### src/rtl/core/itad_pkg.sv
`default_nettype none

package itad_pkg;

  // Depth of the queue between parser and output stage
  localparam int QDEPTH  = 4;
  localparam int QPTR_W  = $clog2(QDEPTH);
  localparam int QCNT_W  = $clog2(QDEPTH + 1);

  typedef struct packed {
    logic [6:0] fg_colour;
    logic       fg_is_default;
    logic [6:0] bg_colour;
    logic       bg_is_default;
    logic       bold_on;
    logic       underline_on;
    logic       italic_on;
  } attr_t;

  // One parsed byte: one or two output characters sharing one attribute set
  typedef struct packed {
    logic [7:0] char0;
    logic [7:0] char1;
    logic       two;
    attr_t      attrs;
  } bundle_t;

  typedef struct packed {
    logic full;
    logic empty;
  } q_status_t;

endpackage

`default_nettype wire

### src/rtl/core/itad_front.sv
`default_nettype none

module itad_front
  import itad_pkg::*;
(
  input  wire logic       clk,
  input  wire logic       rst,
  input  wire logic       cfg_wr_en,
  input  wire logic [6:0] cfg_wr_data,
  input  wire logic       in_valid,
  output logic            in_ready,
  input  wire logic       cmd,
  input  wire logic [7:0] char_code,
  input  q_status_t       q_status,
  output logic            push,
  output bundle_t         push_data
);

  localparam logic [7:0] CH_TILDE = 8'h7E;
  localparam logic [7:0] CH_ETX   = 8'h03;
  localparam logic [7:0] CH_LC_C  = 8'h63;
  localparam logic [7:0] CH_UC_C  = 8'h43;
  localparam logic [7:0] CH_B     = 8'h62;
  localparam logic [7:0] CH_U     = 8'h75;
  localparam logic [7:0] CH_I     = 8'h69;
  localparam logic [7:0] CH_COMMA = 8'h2C;
  localparam logic [7:0] CH_ZERO  = 8'h30;
  localparam logic [7:0] CH_NINE  = 8'h39;

  // colours default, attributes clear
  localparam attr_t ATTR_RESET = '{
    fg_colour:     7'd0,
    fg_is_default: 1'b1,
    bg_colour:     7'd0,
    bg_is_default: 1'b1,
    bold_on:       1'b0,
    underline_on:  1'b0,
    italic_on:     1'b0
  };

  typedef enum logic [2:0] {
    P_IDLE,
    P_MARK,
    P_FG1,
    P_FG2,
    P_COMMA,
    P_BG1
  } phase_t;

  phase_t     phase, phase_next;
  logic       tilde, tilde_next;
  logic [3:0] num, num_next;
  attr_t      attrs, attrs_next;
  logic [6:0] max_colour;

  logic [1:0] n_res;
  logic [7:0] ch0, ch1;
  logic       do_idle;
  logic       is_digit, is_tilde, is_mark;
  logic [7:0] dig;
  logic [6:0] two_digit;
  logic       accept;

  assign in_ready  = ~q_status.full;
  assign accept    = in_valid & in_ready;
  assign dig       = char_code - CH_ZERO;
  assign is_digit  = (char_code >= CH_ZERO) && (char_code <= CH_NINE);
  assign is_tilde  = (char_code == CH_TILDE);
  assign is_mark   = is_tilde || (char_code == CH_ETX);
  assign two_digit = 7'(7'(num) * 7'd10) + 7'(dig[3:0]);

  always_comb begin
    phase_next = phase;
    tilde_next = tilde;
    num_next   = num;
    attrs_next = attrs;
    n_res      = 2'd0;
    ch0        = char_code;
    ch1        = char_code;
    do_idle    = 1'b0;
    if (cmd) begin
      // end of string: flush whatever is pending
      unique case (phase)
        P_MARK: begin
          if (tilde) begin
            n_res = 2'd1;
            ch0   = CH_TILDE;
          end else begin
            attrs_next.fg_is_default = 1'b1;
            attrs_next.bg_is_default = 1'b1;
          end
        end
        P_FG1: begin
          if (7'(num) <= max_colour) begin
            attrs_next.fg_colour     = 7'(num);
            attrs_next.fg_is_default = 1'b0;
          end
          attrs_next.bg_is_default = 1'b1;
        end
        P_BG1: begin
          if (7'(num) <= max_colour) begin
            attrs_next.bg_colour     = 7'(num);
            attrs_next.bg_is_default = 1'b0;
          end
        end
        default: begin
        end
      endcase
      phase_next = P_IDLE;
    end else begin
      unique case (phase)
        P_MARK: begin
          phase_next = P_IDLE;
          if (is_digit) begin
            num_next   = dig[3:0];
            phase_next = P_FG1;
          end else begin
            unique case (char_code)
              CH_LC_C: begin
                attrs_next.fg_is_default = 1'b1;
                attrs_next.bg_is_default = 1'b1;
              end
              CH_UC_C: begin
                attrs_next.fg_is_default = 1'b1;
                attrs_next.bg_is_default = 1'b1;
                attrs_next.bold_on       = 1'b0;
                attrs_next.underline_on  = 1'b0;
                attrs_next.italic_on     = 1'b0;
              end
              CH_B:     attrs_next.bold_on      = ~attrs.bold_on;
              CH_U:     attrs_next.underline_on = ~attrs.underline_on;
              CH_I:     attrs_next.italic_on    = ~attrs.italic_on;
              CH_TILDE: begin
                n_res = 2'd1;
                ch0   = CH_TILDE;
              end
              default: begin
                // unknown code: '~' marker echoes itself, 0x03 drops colours
                if (tilde) begin
                  n_res = 2'd1;
                  ch0   = CH_TILDE;
                end else begin
                  attrs_next.fg_is_default = 1'b1;
                  attrs_next.bg_is_default = 1'b1;
                end
                do_idle = 1'b1;
              end
            endcase
          end
        end
        P_FG1: begin
          attrs_next.bg_is_default = 1'b1;
          if (is_digit) begin
            if (two_digit <= max_colour) begin
              attrs_next.fg_colour     = two_digit;
              attrs_next.fg_is_default = 1'b0;
            end
            phase_next = P_FG2;
          end else begin
            if (7'(num) <= max_colour) begin
              attrs_next.fg_colour     = 7'(num);
              attrs_next.fg_is_default = 1'b0;
            end
            if (char_code == CH_COMMA) begin
              phase_next = P_COMMA;
            end else begin
              do_idle = 1'b1;
            end
          end
        end
        P_FG2: begin
          if (char_code == CH_COMMA) begin
            phase_next = P_COMMA;
          end else begin
            do_idle = 1'b1;
          end
        end
        P_COMMA: begin
          if (is_digit) begin
            num_next   = dig[3:0];
            phase_next = P_BG1;
          end else begin
            do_idle = 1'b1;
          end
        end
        P_BG1: begin
          if (is_digit) begin
            if (two_digit <= max_colour) begin
              attrs_next.bg_colour     = two_digit;
              attrs_next.bg_is_default = 1'b0;
            end
            phase_next = P_IDLE;
          end else begin
            if (7'(num) <= max_colour) begin
              attrs_next.bg_colour     = 7'(num);
              attrs_next.bg_is_default = 1'b0;
            end
            do_idle = 1'b1;
          end
        end
        default: do_idle = 1'b1;
      endcase
      // plain byte handling with no marker pending
      if (do_idle) begin
        if (is_mark) begin
          phase_next = P_MARK;
          tilde_next = is_tilde;
        end else begin
          phase_next = P_IDLE;
          if (n_res == 2'd1) begin
            ch1   = char_code;
            n_res = 2'd2;
          end else begin
            ch0   = char_code;
            n_res = 2'd1;
          end
        end
      end
    end
  end

  // emitted bytes always carry the updated attributes
  assign push            = accept && (n_res != 2'd0);
  assign push_data.char0 = ch0;
  assign push_data.char1 = ch1;
  assign push_data.two   = (n_res == 2'd2);
  assign push_data.attrs = attrs_next;

  always_ff @(posedge clk) begin
    if (rst) begin
      phase                    <= P_IDLE;
      tilde                    <= 1'b0;
      num                      <= 4'd0;
      attrs                    <= ATTR_RESET;
      max_colour               <= 7'd15;
    end else begin
      if (cfg_wr_en) begin
        max_colour <= cfg_wr_data;
      end
      if (accept) begin
        phase <= phase_next;
        tilde <= tilde_next;
        num   <= num_next;
        attrs <= attrs_next;
      end
    end
  end

endmodule

`default_nettype wire

### src/rtl/core/itad_queue.sv
`default_nettype none

module itad_queue
  import itad_pkg::*;
(
  input  wire logic clk,
  input  wire logic rst,
  input  wire logic push,
  input  bundle_t   push_data,
  input  wire logic pop,
  output q_status_t q_status,
  output bundle_t   head
);

  bundle_t           entries [QDEPTH];
  logic [QPTR_W-1:0] wr_ptr;
  logic [QPTR_W-1:0] rd_ptr;
  logic [QCNT_W-1:0] count;

  assign q_status.full  = (count == QCNT_W'(QDEPTH));
  assign q_status.empty = (count == '0);
  assign head           = entries[rd_ptr];

  always_ff @(posedge clk) begin
    if (push) begin
      entries[wr_ptr] <= push_data;
    end
  end

  always_ff @(posedge clk) begin
    if (rst) begin
      wr_ptr <= '0;
      rd_ptr <= '0;
      count  <= '0;
    end else begin
      if (push) begin
        wr_ptr <= wr_ptr + QPTR_W'(1);
      end
      if (pop) begin
        rd_ptr <= rd_ptr + QPTR_W'(1);
      end
      count <= count + QCNT_W'(push) - QCNT_W'(pop);
    end
  end

endmodule

`default_nettype wire

### src/rtl/core/itad_back.sv
`default_nettype none

module itad_back
  import itad_pkg::*;
(
  input  wire logic clk,
  input  wire logic rst,
  input  q_status_t q_status,
  input  bundle_t   head,
  output logic      pop,
  output logic      out_valid,
  input  wire logic out_ready,
  output logic [7:0] out_char,
  output attr_t     out_attrs,
  output logic      last_of_run
);

  // set while the second character of a two-character entry is shown
  logic half;
  logic xfer;

  assign out_valid   = ~q_status.empty;
  assign xfer        = out_valid & out_ready;
  assign last_of_run = ~head.two | half;
  assign pop         = xfer & last_of_run;
  assign out_char    = half ? head.char1 : head.char0;
  assign out_attrs   = head.attrs;

  always_ff @(posedge clk) begin
    if (rst) begin
      half <= 1'b0;
    end else if (xfer) begin
      half <= head.two & ~half;
    end
  end

endmodule

`default_nettype wire

### src/rtl/core/irc_text_attribute_decoder.sv
// Throughput: one input byte per cycle while the queue is not full; the output
// stage sends one result per cycle while out_ready is high, so a byte that
// yields two results (echoed '~' plus a byte) needs two output transfers.
// A four-entry queue between parser and output stage absorbs those bursts.
// Reset (rst, synchronous): parser idle, colours default, attributes clear,
// max_colour back to 15, queue empty.
`default_nettype none

module irc_text_attribute_decoder
  import itad_pkg::*;
(
  input  wire logic       clk,
  input  wire logic       rst,
  // configuration: max_colour
  input  wire logic       cfg_wr_en,
  input  wire logic [6:0] cfg_wr_data,
  // input channel
  input  wire logic       in_valid,
  output logic            in_ready,
  input  wire logic       cmd,
  input  wire logic [7:0] char_code,
  // output channel
  output logic            out_valid,
  input  wire logic       out_ready,
  output logic [7:0]      out_char,
  output logic [6:0]      fg_colour,
  output logic            fg_is_default,
  output logic [6:0]      bg_colour,
  output logic            bg_is_default,
  output logic            bold_on,
  output logic            underline_on,
  output logic            italic_on,
  output logic            last_of_run
);

  q_status_t q_status;
  logic      push;
  bundle_t   push_data;
  logic      pop;
  bundle_t   head;
  attr_t     out_attrs;

  // Front: parse state machine, one byte per transfer; packs the result(s)
  // of a byte into one queue entry. Stalls only when the queue is full.
  itad_front u_front (
    .clk         (clk),
    .rst         (rst),
    .cfg_wr_en   (cfg_wr_en),
    .cfg_wr_data (cfg_wr_data),
    .in_valid    (in_valid),
    .in_ready    (in_ready),
    .cmd         (cmd),
    .char_code   (char_code),
    .q_status    (q_status),
    .push        (push),
    .push_data   (push_data)
  );

  // Queue between the two halves
  itad_queue u_queue (
    .clk       (clk),
    .rst       (rst),
    .push      (push),
    .push_data (push_data),
    .pop       (pop),
    .q_status  (q_status),
    .head      (head)
  );

  // Back: unpacks an entry into one or two output transfers
  itad_back u_back (
    .clk         (clk),
    .rst         (rst),
    .q_status    (q_status),
    .head        (head),
    .pop         (pop),
    .out_valid   (out_valid),
    .out_ready   (out_ready),
    .out_char    (out_char),
    .out_attrs   (out_attrs),
    .last_of_run (last_of_run)
  );

  assign fg_colour     = out_attrs.fg_colour;
  assign fg_is_default = out_attrs.fg_is_default;
  assign bg_colour     = out_attrs.bg_colour;
  assign bg_is_default = out_attrs.bg_is_default;
  assign bold_on       = out_attrs.bold_on;
  assign underline_on  = out_attrs.underline_on;
  assign italic_on     = out_attrs.italic_on;

endmodule

`default_nettype wire
### config.mk
export PLATFORM = sky130hd
export DESIGN_NAME = irc_text_attribute_decoder
export DESIGN_NICKNAME = d
export VERILOG_FILES = /design/src/rtl/core/itad_pkg.sv /design/src/rtl/core/itad_front.sv /design/src/rtl/core/itad_queue.sv /design/src/rtl/core/itad_back.sv /design/src/rtl/core/irc_text_attribute_decoder.sv
export SDC_FILE = /design/constraint.sdc
export NUM_CORES = 1
export LEC_CHECK = 0
export ABC_AREA = 1
export BUFFER_PORTS_ARGS = -buffer_cell sky130_fd_sc_hd__buf_2
export CORE_MARGIN = 4
export CORE_UTILIZATION = 38
export DETAILED_ROUTE_END_ITERATION = 12
export HOLD_SLACK_MARGIN = 0.08
export PLACE_DENSITY = 0.51
export SKIP_CTS_REPAIR_TIMING = 1
export SLEW_MARGIN = 0
export SYNTH_ARGS = -nofsm -noshare
export SYNTH_HDL_FRONTEND = slang
export SYNTH_SLANG_ARGS = --single-unit
### constraint.sdc
create_clock -name clk -period 6.53 [get_ports clk]
set_input_delay 0.3265 -clock clk [delete_from_list [all_inputs] [get_ports clk]]
set_output_delay 0.3265 -clock clk [all_outputs]
set_load 0.01 [all_outputs]
* Word level (Yosys, flattened, before mapping)
Memory sizes are Yosys's and may differ from the RTL's. A register that Yosys moved wholly into a read port is not among the register bits. Index checks and enable logic that the tools add are counted.
Word-level totals: memories kept 1, logic and storage cells 139, flip-flop bits (word level) 42, bits in writable memories 144, output and inout port bits 30
Memories:
- u_queue.entries | depth 4, bits a word 36, read ports 1, clocked after Yosys merged registers in 1, wr ports 1, RTL line itad_queue.sv:15 | bundle_t entries [QDEPTH];
Cells by class: add/subtract/negate cells 6, multiplexer cells 66, equality and inequality tests 18, multipliers 1, reduce and logical (&&, ||, !) cells 15, magnitude comparators 4, bitwise operators 13
Operators by type and width (number):
- $mux W8 | 15
- $eq A8 B7 Y1 const B | 6
- $mux W7 | 4
- $mux W3 | 8
- $mux W2 | 11
- $mux W16 | 1
- $pmux W8 S2 | 1
- $pmux W3 S5 | 1
- $pmux W1 S2 | 7
- $mux W1 | 13
- $reduce_and A4 Y1 | 3
- $eq A3 B3 Y1 const B | 3
- $eq A8 B2 Y1 const B | 1
- $eq A8 B6 Y1 const B | 1
- $ge A8 B6 Y1 const B | 1
- $le A8 B6 Y1 const B | 1
- $ne A4 B2 Y1 const B | 2
- $not A1 Y1 | 8
- $add A7 B4 Y7 | 1
- $le A4 B7 Y1 | 1
- $le A7 B7 Y1 | 1
- $reduce_bool A7 Y1 | 1
- $eq A3 B2 Y1 const B | 2
- $mul A4 B3 Y6 const B | 1
- 21 further kinds | 29

* Depth between registers and ports, before layout
Gate-level depths: netlist of the first run.
depth after elaboration 15, gate-level depth with buffers 21

* By module
Synthesis of the first run repeated with hierarchy kept, for this count alone.
Unflattened totals: cells, all modules 1072, area total of the unflattened synthesis 9826.9 um2
By module, submodules not included:
- itad_queue | sequential area each 4504.3 um2, times used 1, area each 6322.3 um2, cells each 476
- itad_front | sequential area each 680.7 um2, times used 1, area each 3181.8 um2, cells each 540
- itad_back | sequential area each 20.0 um2, times used 1, area each 322.8 um2, cells each 56

* Least setup slack after synthesis of the first run
No wires, ideal clock.
kind input to register, start input char_code[7], end memory u_queue.entries[0][0] (netlist bit) (enable), data required time 6.101 ns, stages 16, arrival 3.244 ns, setup slack 2.857 ns, cells stage by stage inv_2 -> nand2_1 -> nor2_2 -> nand2_1 -> nand2_1 -> inv_1 -> nand3_1 -> nand2_1 -> nand2_1 -> inv_1 -> ha_1 -> nand3b_2 -> nand3_2 -> nand2_2 -> nand2_4 -> nor2_1
On the way: cells in the longest elaborated chain, start to end 15
Ends and longest elaborated chain:
- from (decl) | RTL line irc_text_attribute_decoder.sv:21 | input wire logic [7:0] char_code,
- $eq A8 B7 Y1 | RTL line itad_front.sv:118 | unique case (char_code)
- $reduce_or A5 Y1 (no source line)
- $pmux W2 S2 | RTL line itad_front.sv:118
- $mux W2 | RTL line itad_front.sv:114 | if (is_digit) begin
- $mux W2 | RTL line itad_front.sv:111 | unique case (phase)
- $mux W2 | RTL line itad_front.sv:81 | if (cmd) begin
- $eq A2 B1 Y1 | RTL line itad_front.sv:210 | if (n_res == 2'd1) begin
- $mux W2 | RTL line itad_front.sv:210
- $mux W2 | RTL line itad_front.sv:205 | if (is_mark) begin
- $mux W2 (*) | RTL line itad_front.sv:204 | if (do_idle) begin
- $mux W2 (*) | RTL line itad_front.sv:81
- $reduce_bool A2 Y1 (*) | RTL line itad_front.sv:223 | assign push = accept && (n_res != 2'd0);
- $logic_and A1 B1 Y1 (*) | RTL line itad_front.sv:223
- $mux W1 (*) | RTL line itad_queue.sv:25 | if (push) begin
- $mux W1 (implied by the code) (*) | RTL line itad_queue.sv:26 | entries[wr_ptr] <= push_data;
- to (decl) | RTL line itad_queue.sv:15
Mark *: on every way between the ends. The rest lies on a longest branch, timed or not. The select of a mux whose other input is x is not followed.

==> results by group, run 1 <==
Run status
  – Run status: complete, no violations

Synthesis
  – Cell taking the most area after synthesis: edfxtp_1
  – Synth Cell Area: 0.00885 mm²
  – Synth area leaders: edfxtp_1 (49%), dfxtp_1 (10%), o21ai_0 (6.5%), nor2_1 (6.1%), nand2_1 (5.5%)
  – Adder-Cell Fraction of Synth Area: 4.07%
  – Synthesized flop and latch total: 188
  – Synth warn: 0
  – Synth top area share: 48.8%
  – Cells after synthesis: 917
  – Main combinational cell family by area after synthesis: simple AND/OR/NAND/NOR gates
  – Seq/Total Area, Yosys: 58.8%
  – Mux share of post-synthesis cell area: 0%
  – Post-synthesis compound-gate area fraction: 14.6%
  – Simple-Gate Fraction of Synth Area: 16.2%
  – Avg Cell Area, Syn: 9.65 µm²
  – Post-synthesis xor/xnor area fraction: 0.693%
  – Post-synth cell types: 39
  – Net Count, Synth: 965

Floorplan
  – Horiz. Die Dim: 161 µm
  – Die area: 0.0258 mm²
  – Die Height: 161 µm
  – # IOs: 51
  – Initial core utilization: 38.9%
  – Row cnt: 55
  – Core region area: 0.0228 mm²

Power
  – Peak VDD IR: 165 µV
  – Power per cell area: 317 mW/mm²
  – Lkg Pwr: 3.97 nW

Detailed routing
  – Post-route ant nets: 0
  – Routed met1 length: 11,300 µm
  – Post-Route WL: 22,300 µm
  – Wire length per cell: 17.4 µm
  – Met2 WL post-DR: 9990 µm
  – Met3 WL: 810 µm
  – Vias/cell: 5.03
  – Post-route DRC: 0
  – Initial detailed-routing violation count: 510
  – Via count of the routed design: 6,441
  – Top Layer Used: met4
  – DRT Pass-1 Iters: 5

Final layout
  – Register area: 0.00521 mm²
  – Fin nets: 1,003
  – Diode count: 0
  – Layout area overhead: 13.3%
  – Final non-filler cell total: 1,281
  – Most common cell after layout, fill and taps aside: edfxtp_1
  – Share of layout cells above drive strength 1: 13.5%
  – Area of the multi-input gates: 0.00318 mm²
  – # fillers: 2,216
  – Commonest non-fill, non-tap cells in the layout: edfxtp_1 (144), nor2_1 (139), nand2_1 (130)

GRT
  – Number of global-route vias before repair: 6,127
  – First-pass GRT wire length: 35,500 µm
  – GRT Util Overall: 17.6%
  – Pin count of the biggest net entering global routing: 73
  – Total congestion overflow: 0
  – Initial antenna violation count: 0

Placement
  – GP Congestion: 0.844
  – DP HPWL: 14,200 µm
  – # port buffers: 50
  – Placed Cells: 1,249

Timing
  – Final setup viols: 0
  – Final slew viol count: 0
  – RSZ-0062 raised after global routing: no
  – Final period util: 61.6%
  – Final Critical Period: 4.02 ns
  – Slew @ Worst Pin: 0.781 ns
  – Rel. slew slack: 47.8%
  – Post-Route Skew: 0.00891 ns
  – Setup TNS: 0 ns
  – WHS: 0.104 ns
  – Fmax: 249 MHz
  – Hold violation count in the final report: 0

CTS
  – Sink Count: 188
  – Clk_lat worst skew: 0.43 ns
  – Longest Clk Path Bufs: 2
  – CTS tree: built
  – H-tree levels: 4
  – Root buf cell: clkbuf_16
  – TritonCTS Buffers: 17
  – Clock transition at path regs: 0.07 ns

Worst setup path
  – CP Max Fanout: 17
  – Worst EP arrival: 4.35 ns
  – Crit path kind: register to register
  – Worst R2R Start: u_front.num[3]
  – CP required: 6.86 ns
  – Worst Setup SP: u_front.num[3]
  – CP Capture Type: register
  – Critical path launch point type: register

Worst hold path
  – Hold Crit Start: cfg_wr_data[0]
  – Worst hold path type: input pin to register

Job
  – Max cap viols: 0
final timing paths:
check                                to  slack, ns  depth (start not counted)
setup reg to reg       u_front.attrs[6]       2.51                         19
hold / removal    u_front.max_colour[0]       0.10                          3
setup / recovery       u_front.attrs[6]       2.51                         19
hold reg to reg       u_queue.rd_ptr[1]       0.48                          2
final cells by class:
class	count	area share, %
sequential	188	51.9
multi-input combinational	601	31.7
clock buffer	17	4.24
tap	313	3.90
inverter	88	3.29
timing repair buffer	59	3.17
clock inverter	15	1.77
flip-flops by register name, indices dropped and copies added, names as in the netlist, named ones only:
| signal | count |
|---|---|
| u_queue.wr_ptr | 2 |
| u_queue.entries | 144 |
| u_front.attrs | 19 |
| u_front.phase | 3 |
| u_front.num | 4 |
| u_queue.count | 3 |
| u_back.half | 1 |
| u_front.tilde | 1 |
| u_front.max_colour | 7 |
| u_queue.rd_ptr | 2 |
power breakdown:
group	leakage, nW	internal [mW]	switching, mW
sequential	1.68	1.40	0.0391
clock	0.292	0.579	0.481
combinational	2.00	0.211	0.474
total	3.97	2.19	0.994
stage by stage:
step | util [%] | worst slack (ns) | power [mW] | instance area (µm²)
floorplan | - | 2.86 | 1.90 | 8850
detailed placement | 41.4 | 2.58 | 2.17 | 9430
CTS | 44.0 | 2.54 | 3.22 | 10000
global route | 44.0 | 2.21 | 3.36 | 10000
global placement | 41.4 | 2.56 | 2.16 | 9430
finish | 44.0 | 2.51 | 3.18 | 10000
worst max-delay path, cell delays in order, from the launching register on:
cell and delay (ns):
dfxtp_1 0.49, ha_1 0.29, ha_1 0.19, inv_1 0.07, fa_1 0.45, nor2_1 0.15, xor2_1 0.16, inv_1 0.10
ha_1 0.30, nand2_1 0.07, nor2_1 0.16, nand2_1 0.08, o211ai_1 0.14, nand2_1 0.42, nand2_1 0.30, o211ai_1 0.12
nand3_1 0.10, nand2_1 0.14, o21ai_1 0.16, inv_1 0.05
cell usage after synthesis (all sizes together):
library cell,n
inv,85
edfxtp,144
a31oi,14
clkinv,3
xor2,6
xnor2,1
nor4,2
ha,24
nand3b,1
o21ai,126
nor3,4
a21boi,1
o2111ai,1
a21oi,41
nand3,27
a21o,1
nor2,152
o22ai,28
dfxtp,44
buf,13
nand2,142
a211oi,2
nand4,6
fa,3
a41oi,1
o211ai,18
clkbuf,27
logic make-up (layout without fill, tap and decap cells):
kind of cell               Yosys count  in the layout
and+or+nand+nor                    334            334
AOI/OAI and AO/OA                  233            233
DFF                                188            188
buffers and inverters              128            179
adders and majority gates           27             27
xor gates and xnor gates             7              7
layer usage:
metal  GRT usage, %  vias to the layer above
met1           26.0                     3063
met4           5.08                        0
met3           2.93                       18
li1               -                     3248
met5              0                        -
met2           26.8                      112
(Power assumes the default switching activity.)
==> inputs of run 2 (changes only) <==
- PLACE_DENSITY: 0.51 -> 0.53
- clock period: 6.53 -> 3.3 ns (I/O delays scaled with it)
==> run 2 against run 1 <==
Net effect: clock-buffer cell count stayed put; non-clock buffer count increased by 42; global-route usage fell by 0.55 points; die area is the same; sequential share of layout area down 2.6 points; via count grew 2.2%; clock skew up 0.0028 ns; cell area up 5.4%; fmax increased by 24%; core utilization increased by 2.4 points; worst setup slack worse by 2.4 ns; critical path type unchanged; critical endpoint is now u_front.attrs[15]; largest cell class unchanged; largest power group unchanged.
==> results by group, run 2 (synthesis results as in run 1) <==
Run status
  – Run status: complete, no violations

Final layout
  – Largest register FFs: 144
  – Layout area overhead: 19.4%
  – Most common cell after layout, fill and taps aside: edfxtp_1
  – Biggest registers after layout: u_queue.entries: 144 flops, u_front.attrs: 19 flops, u_front.max_colour: 7 flops
  – Final non-filler cell total: 1,323
  – Final instance area: 0.0106 mm²
  – Diode count: 0
  – Layout Utilization: 46.4%
  – Fin nets: 1,045
  – Commonest non-fill, non-tap cells in the layout: edfxtp_1 (144), nor2_1 (137), nand2_1 (115)
  – Share of layout cells above drive strength 1: 18.7%
  – Biggest register: u_queue.entries
  – # fillers: 2,144

Power
  – Pwr Total: 6.25 mW
  – Peak VDD IR: 262 µV
  – Lkg Pwr: 4.16 nW
  – Power per cell area: 591 mW/mm²

Floorplan
  – Horiz. Die Dim: 161 µm
  – # IOs: 51
  – Die area: 0.0258 mm²
  – Die Height: 161 µm
  – Core region area: 0.0228 mm²
  – Initial core utilization: 38.9%
  – Row cnt: 55

Worst setup path
  – Worst EP arrival: 3.57 ns
  – Worst setup path end: u_front.attrs[15]
  – CP delay by family, top: adder cells
  – Worst R2R Start: u_front.num[1]
  – Worst path max stage delay: 0.49 ns
  – Crit path cell chain: ha_4 -> ha_4 -> inv_2 -> fa_1 -> nor2_2 -> xor2_1 -> inv_1 -> ha_4 -> nand2_4 -> nor2_4 -> nand4_1 -> nand2_1 -> buf_6 -> buf_6 -> o211ai_1 -> nand3_1 -> nand2_2 -> o21ai_2 -> inv_1
  – Crit-path slowest cell: fa_1
  – Cell count along the critical path: 19
  – R2r setup slk: 0.06 ns
  – Worst Setup SP: u_front.num[1]
  – CP Max Fanout: 7
  – Crit path kind: register to register
  – Critical Path Most Common Cell: ha_4
  – Critical path launch point type: register
  – Reg2Reg Depth: 19
  – CP required: 3.63 ns
  – CP Capture Type: register
  – WP buf/inv: 5
  – R2R Path End: u_front.attrs[15]

GRT
  – GRT Util Overall: 17.0%
  – Initial antenna violation count: 0
  – Busiest grt layer: met2
  – Met2 Use GR: 27.6%
  – GR Layer Usage met3: 3.08%
  – Number of global-route vias before repair: 6,212
  – Pin count of the biggest net entering global routing: 71
  – Total congestion overflow: 0
  – First-pass GRT wire length: 34,400 µm
  – Met1 Use GR: 23.9%

CTS
  – Root buf cell: clkbuf_16
  – Sink Count: 188
  – Longest Clk Path Bufs: 2
  – H-tree levels: 4
  – TritonCTS Buffers: 17
  – Clk_lat worst skew: 0.44 ns
  – CTS tree: built
  – Clock transition at path regs: 0.08 ns

Detailed routing
  – Initial detailed-routing violation count: 446
  – Post-Route WL: 21,700 µm
  – Post-route DRC: 0
  – Via count of the routed design: 6,584
  – DRT Pass-1 Iters: 4
  – Post-route ant nets: 0
  – Wire length per cell: 16.4 µm
  – Vias/cell: 4.98

Timing
  – Setup TNS: 0 ns
  – Fmax: 308 MHz
  – Slew @ Worst Pin: 0.738 ns
  – Post-Route Skew: 0.0117 ns
  – WHS: 0.0999 ns
  – Final slew viol count: 0
  – Final Critical Period: 3.24 ns
  – Rel. slew slack: 50.3%
  – RSZ-0062 raised after global routing: yes
  – Hold violation count in the final report: 0
  – Final worst setup slack: 0.0583 ns
  – Final setup viols: 0
  – Final period util: 98.2%

Placement
  – DP HPWL: 13,600 µm
  – Placement Setup Slack: -0.0774 ns
  – Placed Cells: 1,273
  – GP Congestion: 0.885
  – # port buffers: 50
  – Post-Place Cell Area: 0.00966 mm²

Job
  – Max cap viols: 0

Worst hold path
  – Worst hold path type: input pin to register
==> run 2: changes by cell type in the layout (fill, tap and decap cells not counted), moves of 5 or more <==
cell	before	now
buf_4	9	29
dlygate4sd3_1	0	16
nand2_1	130	115
nand2_2	8	22
ha_1	24	19
ha_4	0	5
==> run 2: layout make-up <==
cell class | instances | area, µm² | share of cell area, %
clock inverter | 15 | 151 | 1.43
clock buffer | 17 | 425 | 4.03
timing repair buffer | 101 | 731 | 6.91
multi-input combinational | 601 | 3330 | 31.5
inverter | 88 | 330 | 3.13
tap | 313 | 392 | 3.71
sequential | 188 | 5210 | 49.3
==> run 2: how the worst min path moves through the flow <==
stage,startpoint,to,slack [ns],cells after the start
after CTS,cfg_wr_data[0],u_front.max_colour[0],-0.07,3
after detailed placement,cfg_wr_data[2],u_front.max_colour[2],0.39,3
after global routing,char_code[0],u_queue.entries[3][20],0.09,1
after global placement,cfg_wr_data[0],u_front.max_colour[0],0.39,3
final,char_code[0],u_queue.entries[0][20],0.1,1
after floorplan,char_code[0],u_queue.entries[0][20],0.26,0
==> run 2: power by group <==
part / leakage, nW / total [mW] / switching [mW] / internal [mW]
registers: 1.68 / 2.84 / 0.0754 / 2.77
logic: 2.20 / 1.42 / 0.943 / 0.474
clock network: 0.273 / 1.99 / 0.982 / 1.00
total: 4.16 / 6.25 / 2.00 / 4.25
==> run 2: layer usage <==
metal  vias to the layer above  routed length (µm)
li1                       3333                   -
met1                      3124               10500
met2                       116               10100
met3                        11                 845
met4                         0                 257
met5                         -                   0
